==> src/rtl/zhang_suen_thinning_core_assert.svh <==
// Assertion macros for the thinning core.
// Used by the top level only; no other dependencies.
`ifndef ZHANG_SUEN_THINNING_CORE_ASSERT_SVH
`define ZHANG_SUEN_THINNING_CORE_ASSERT_SVH
`ifndef SYNTHESIS
`define ZST_ASSERT_IMP(lbl, clk, rst, pre, post) \
  lbl: assert property (@(posedge clk) disable iff (rst) (pre) |-> (post)) \
    else $error("assertion failed");
`define ZST_ASSERT_NXT(lbl, clk, rst, pre, post) \
  lbl: assert property (@(posedge clk) disable iff (rst) (pre) |=> (post)) \
    else $error("assertion failed");
`else
`define ZST_ASSERT_IMP(lbl, clk, rst, pre, post)
`define ZST_ASSERT_NXT(lbl, clk, rst, pre, post)
`endif
`endif

==> src/rtl/zst_pkg.sv <==
// Shared types and constants for the thinning core.
// No dependencies; used by the controller, datapath and top level.
`default_nettype none
package zst_pkg;
  localparam int COORD_W = 8;
  localparam int MAX_WIDTH = 256;
  localparam int MAX_HEIGHT = 256;
  localparam int ADDR_W = 2 * COORD_W;
  localparam int NPIX = MAX_WIDTH * MAX_HEIGHT;
  localparam int DIM_W = 9;
  localparam int CNT_W = 17;
  localparam int PASS_W = 16;
  localparam int GRAY_W = 8;

  localparam logic [1:0] REQ_WRITE = 2'd0;
  localparam logic [1:0] REQ_RUN   = 2'd1;
  localparam logic [1:0] REQ_READ  = 2'd2;

  typedef struct packed {
    logic [1:0]         req_type;
    logic [COORD_W-1:0] col;
    logic [COORD_W-1:0] row;
    logic [GRAY_W-1:0]  gray_value;
  } req_t;

  typedef struct packed {
    logic [GRAY_W-1:0] pixel_out;
    logic [PASS_W-1:0] passes_done;
    logic [CNT_W-1:0]  changed_last;
  } rsp_t;

  typedef struct packed {
    logic [DIM_W-1:0]  width;
    logic [DIM_W-1:0]  height;
    logic [GRAY_W-1:0] level;
    logic [CNT_W-1:0]  stop;
  } cfg_t;

  typedef enum logic [1:0] {RD_REQ, RD_NB, RD_POS} rd_sel_t;

  typedef struct packed {
    logic    wr_req;
    rd_sel_t rd_sel;
    logic    latch_inside;
    logic    out_load;
    logic    out_read;
    logic    run_clr;
    logic    iter_init;
    logic    sub_set;
    logic    count_init;
    logic    scan_init;
    logic    nb_step;
    logic    mark_wr;
    logic    scan_adv;
    logic    apply_chk;
    logic    count_chk;
    logic    iter_end;
  } cmd_t;

  typedef struct packed {
    logic out_valid;
    logic scan_last;
    logic nb_last;
    logic sub;
    logic first;
    logic stop;
  } stat_t;
endpackage
`default_nettype wire

==> src/rtl/zst_ctrl.sv <==
// Controller: request decode and the thinning run sequencer.
// Depends on zst_pkg; commands zst_datapath.
`default_nettype none
module zst_ctrl (
  input  wire logic      clk,
  input  wire logic      rst,
  input  wire logic      in_valid,
  input  wire logic [1:0] req_type,
  input  wire logic      out_ready,
  input  wire zst_pkg::stat_t stat,
  output logic           in_ready,
  output zst_pkg::cmd_t  cmd
);
  typedef enum logic [3:0] {
    S_IDLE, S_READ, S_MARK, S_APPLY_RD, S_APPLY_CHK,
    S_COUNT_RD, S_COUNT_CHK, S_ITER_END, S_FINISH
  } state_t;

  state_t state, state_next;

  assign in_ready = (state == S_IDLE) && (!stat.out_valid || out_ready);

  always_comb begin
    cmd = '0;
    cmd.rd_sel = zst_pkg::RD_POS;
    state_next = state;
    unique case (state)
      S_IDLE: begin
        cmd.rd_sel = zst_pkg::RD_REQ;
        if (in_valid && in_ready) begin
          unique case (req_type)
            zst_pkg::REQ_WRITE: begin
              cmd.wr_req = 1'b1;
              cmd.out_load = 1'b1;
            end
            zst_pkg::REQ_RUN: begin
              cmd.run_clr = 1'b1;
              cmd.iter_init = 1'b1;
              state_next = S_MARK;
            end
            zst_pkg::REQ_READ: begin
              cmd.latch_inside = 1'b1;
              state_next = S_READ;
            end
            default: begin
              cmd.out_load = 1'b1;
            end
          endcase
        end
      end
      S_READ: begin
        cmd.out_load = 1'b1;
        cmd.out_read = 1'b1;
        state_next = S_IDLE;
      end
      S_MARK: begin
        cmd.rd_sel = zst_pkg::RD_NB;
        cmd.nb_step = 1'b1;
        if (stat.nb_last) begin
          cmd.mark_wr = 1'b1;
          if (stat.scan_last) begin
            cmd.scan_init = 1'b1;
            state_next = S_APPLY_RD;
          end else begin
            cmd.scan_adv = 1'b1;
          end
        end
      end
      S_APPLY_RD: begin
        state_next = S_APPLY_CHK;
      end
      S_APPLY_CHK: begin
        cmd.apply_chk = 1'b1;
        if (!stat.scan_last) begin
          cmd.scan_adv = 1'b1;
          state_next = S_APPLY_RD;
        end else if (!stat.sub) begin
          cmd.sub_set = 1'b1;
          state_next = S_MARK;
        end else if (stat.first) begin
          cmd.count_init = 1'b1;
          state_next = S_COUNT_RD;
        end else begin
          state_next = S_ITER_END;
        end
      end
      S_COUNT_RD: begin
        state_next = S_COUNT_CHK;
      end
      S_COUNT_CHK: begin
        cmd.count_chk = 1'b1;
        if (stat.scan_last) begin
          state_next = S_ITER_END;
        end else begin
          cmd.scan_adv = 1'b1;
          state_next = S_COUNT_RD;
        end
      end
      S_ITER_END: begin
        cmd.iter_end = 1'b1;
        if (stat.stop) begin
          state_next = S_FINISH;
        end else begin
          cmd.iter_init = 1'b1;
          state_next = S_MARK;
        end
      end
      S_FINISH: begin
        cmd.out_load = 1'b1;
        state_next = S_IDLE;
      end
      default: begin
        state_next = S_IDLE;
      end
    endcase
  end

  always_ff @(posedge clk) begin
    if (rst) begin
      state <= S_IDLE;
    end else begin
      state <= state_next;
    end
  end
endmodule
`default_nettype wire

==> config.mk <==
export PLATFORM = sky130hd
export DESIGN_NAME = zst_ctrl
export DESIGN_NICKNAME = d
export VERILOG_FILES = /design/src/rtl/zhang_suen_thinning_core_assert.svh /design/src/rtl/zst_pkg.sv /design/src/rtl/zst_ctrl.sv
export SDC_FILE = /design/constraint.sdc
export NUM_CORES = 1
export LEC_CHECK = 0
export BUFFER_PORTS_ARGS = -buffer_cell sky130_fd_sc_hd__buf_2
export CORE_AREA = 2 2 39 41
export CTS_CLUSTER_SIZE = 12
export DETAILED_ROUTE_END_ITERATION = 8
export DIE_AREA = 0 0 41 43
export PLACE_DENSITY = 0.83
export SYNTH_ARGS = -nofsm -noshare
export SYNTH_HDL_FRONTEND = slang
export SYNTH_SLANG_ARGS = --single-unit
==> constraint.sdc <==
create_clock -name clk -period 4.6 [get_ports clk]
set_clock_uncertainty 0.2 [all_clocks]
set_input_delay 0.69 -clock clk [delete_from_list [all_inputs] [get_ports clk]]
set_output_delay 0.69 -clock clk [all_outputs]
set_load 0.02 [all_outputs]
Yosys cells after proc, flatten, opt, wreduce, memory -nomap -nowiden
Cells that the tools add are included.
{"block": "word_totals", "ff_bits": 4, "in_bits": 12, "output_inout_bits": 18, "word_cells": 64}
{"block": "classes", "n_eq_ne": 14, "mux": 39, "n_reduce_logical": 10}
{"op": "$pmux W4 S7", "n": 1}
{"op": "$mux W4", "n": 6}
{"op": "$mux W1", "n": 18}
{"op": "$eq A4 B3 Y1 const B", "n": 4}
{"op": "$mux W2", "n": 8}
{"op": "$eq A4 B2 Y1 const B", "n": 2}
{"op": "$pmux W4 S2", "n": 1}
{"op": "$pmux W1 S2", "n": 3}
{"op": "$reduce_or A2 Y1", "n": 3}
{"op": "$eq A4 B1 Y1 const B", "n": 1}
{"op": "$eq A4 B4 Y1 const B", "n": 1}
{"op": "$logic_not A4 Y1", "n": 1}
{"op": "$ne A2 B2 Y1 const B", "n": 2}
{"op": "$pmux W2 S2", "n": 1}
{"op": "$reduce_and A4 Y1", "n": 1}
{"op": "$mux W3", "n": 1}
{"op": "$ne A3 B1 Y1 const B", "n": 1}
{"op": "$eq A2 B1 Y1 const B", "n": 1}
{"op": "$eq A2 B2 Y1 const B", "n": 1}
{"op": "$logic_and A1 B1 Y1", "n": 2}
{"op": "$logic_not A2 Y1", "n": 1}
{"op": "$ne A2 B1 Y1 const B", "n": 1}
{"op": "$logic_not A1 Y1", "n": 1}
{"op": "$logic_or A1 B1 Y1", "n": 1}

Longest topological paths before layout
{"block": "logic_depth", "word_depth": 6, "ltp_mapped": 5, "depth_no_buf": 5}

Worst setup path after synthesis
Ideal clock, no wire load.
{"block": "synth_timing", "path_type": "input to output", "start": "in req_type[0]", "end": "out cmd[12] (netlist bit)", "arrival_ps": 2239, "t_required_ps": 3710, "slack_ps": 1471, "cell_stages": 5, "path_buffers": 0, "cell_sequence": "inv_1 -> ha_1 -> inv_1 -> a31oi_1 -> a2111oi_0"}
{"item": "start, declared", "line_no": "zst_ctrl.sv:8", "text": "input wire logic [1:0] req_type,"}
{"item": "end, declared", "line_no": "zst_ctrl.sv:12", "text": "output zst_pkg::cmd_t cmd"}

==> metrics.txt <==
Final Hold Viols 0; hold_buf cts 0; dpl ws 1.89 ns; initial detailed-routing violation count 6; Crit path max-delay family buffers and inverters; crit path DAT 1.79 ns; flop-to-flop setup slack 2.66 ns; top cell type's share of synthesized area 0.160; Routed WL 1140 um; XOR/XNOR Fraction of Synth Area 0; IO buf count 29; Slew @ Worst Pin 0.573 ns; crit end category primary output; CTS buffer count 3; WL/cell 10.4 um; Netlist Area Pre-Place 502 um^2; Crit Path Category primary input to primary output; multiplexer share of the synthesized area 0; antenna cells 0; CTS tree yes; largest family of logic cells by synthesized area simple AND/OR/NAND/NOR gates; complex-gate fraction of the synthesized area 0.267; adder-cell share of the synthesized area 0.0748; # Post-CTS Setup Buffers 0; reg-to-reg startpoint state[2]; asr flop ratio synth 0; Seq/Total Area, Yosys 0.160; P_leak 0.000351 uW; Fillers 150; # DRC 0; largest net degree at the start of global routing 18; Most flops, register state; slew margin rel. 0.613; post-cts resize count 0; first-pass GRT wire length 1820 um; Post-synth EDFFs 0; Nets 111; final period utilization 0.583; CTS root buffer clkbuf_4; RSZ-0062 raised after global routing no; outcome finished clean; Syn-to-layout area delta 32.7%; CTS sink cnt 4; synth unique cells 37; Final Max Tran Viols 0; simple-gate area share of the yosys netlist 0.399; Synth Net Count 82; clk slew on worst S/H paths 0.03 ns; initial antenna violation count 0; via/cell ratio 5.22; crit-path max FO 2; Hold Path Cell Cnt 2; maxcap violations 0; R2R Path End state[1]; Commonest cells post-synth 6 x inv_1, 5 x nor2_1, 4 x dfxtp_1; TritonRoute pass-1 iters 4; Hold Worst Slack 0.475 ns; die width 41 um; Yosys top cell by area dfxtp_1; Synth Instances 67; Synth area leaders dfxtp_1 16%, ha_1 7.5%, inv_1 4.5%, nand2b_1 3.7%, nor2_1 3.7%; top_reg_cell synth dfxtp_1; final core occ 0.481; Max Clk Rate 373 MHz; Initial Utilization 0.363; Power Density 179 nW/um^2; I/O Pins 30; DR vias 574; core area 1380 um^2; share of layout cells above drive strength 1 0.415; largest registers state x4; class of the worst hold path primary input to flop; Worst Hold Launch rst; gp weighted congestion 0.844; Die Y 43 um; clk_lat worst skew 0.23 ns; max reg flops 4; CP Cell Sequence buf_2 -> inv_1 -> ha_1 -> inv_1 -> a31oi_1 -> a2111oi_0 -> buf_2; Worst EP required 3.71 ns; Synth warnings 0; syn_area_per_cell 7.49 um^2; Buffers & Inverters on Critical Path 4; Max clock buf depth 2; H-tree levels 1; Max rail drop VDD 0.0711 mV; Std-Cell Rows 14; post-route ant nets 0; FF-to-FF path depth 4; setup TNS 0 ns; end of the worst hold path state[1]; FF+latch count, synth 4; final setup vio count 0; Die Area 1760 um^2; max incr delay on CP 0.34 ns; All-Layer GR Usage 0.145; top-count cell post-synth inv_1; vias in the first global route 469; Worst path slowest cell a2111oi_0; Tmin final 2.68 ns; HPWL after DPL 919 um; grt ovf 0; Final WS setup 1.92 ns; Startpoint Class primary input
-- power by group --
part,switching [uW],internal [uW],leakage [uW]
Clock,12.8,29.1,0.0000138
Combinational,21.8,17.1,0.000305
Sequential,2.63,35.7,0.0000324
-- logic make-up after synthesis --
family,after synthesis
DFF,4
AOI/OAI and AO/OA,16
buffers and inverters,12
and+or+nand+nor,32
adders and majority gates,3
-- cell usage in the layout, fill, tap and decap left out, types with 2 or more instances in the layout --
cell type,count
ha_1,3
nor4b_1,2
nor3_1,2
nand3b_1,2
and2_1,2
clkbuf_4,3
nor3b_1,2
nand2_1,2
a21o_1,2
dfxtp_1,4
nand2b_1,3
nand3_1,3
inv_1,6
nor2_1,5
a21oi_1,3
buf_2,29
a2111oi_0,2
-- area by class of cell --
| type | instances | area (um^2) | share of cell area |
|---|---|---|---|
| clock buffer | 3 | 22.5 | 0.0338 |
| inverter | 7 | 26.3 | 0.0395 |
| multi-input combinational | 51 | 372 | 0.558 |
| sequential | 4 | 80.1 | 0.120 |
| tap | 16 | 20.0 | 0.0301 |
| timing repair buffer | 29 | 145 | 0.218 |
-- per-layer routing --
layer,vias up,global-route usage,share of wire
li1,301,-,-
met1,254,0.177,0.42
met2,17,0.231,0.53
met3,2,0.0157,0.041
met4,0,0.0800,0.0044
met5,-,0,0
-- through the flow --
step	instances	instance area [um^2]	total power, uW
finish	110	666	119
global route	110	666	126
CTS	110	666	122
detailed placement	107	643	78.0
global placement	107	643	77.3
floorplan	67	502	64.3
-- worst max-delay path by stage --
stage / slack, ns / endpoint / from / cells after the start
floorplan: 1.47 / cmd[12] / req_type[0] / 5
global placement: 1.93 / cmd[12] / req_type[0] / 7
detailed placement: 1.89 / cmd[12] / req_type[0] / 7
CTS: 1.89 / cmd[12] / req_type[0] / 7
global route: 1.80 / cmd[6] / state[1] / 3
finish: 1.92 / cmd[12] / req_type[0] / 7
No activity file was read; power rests on OpenSTA's default activity.
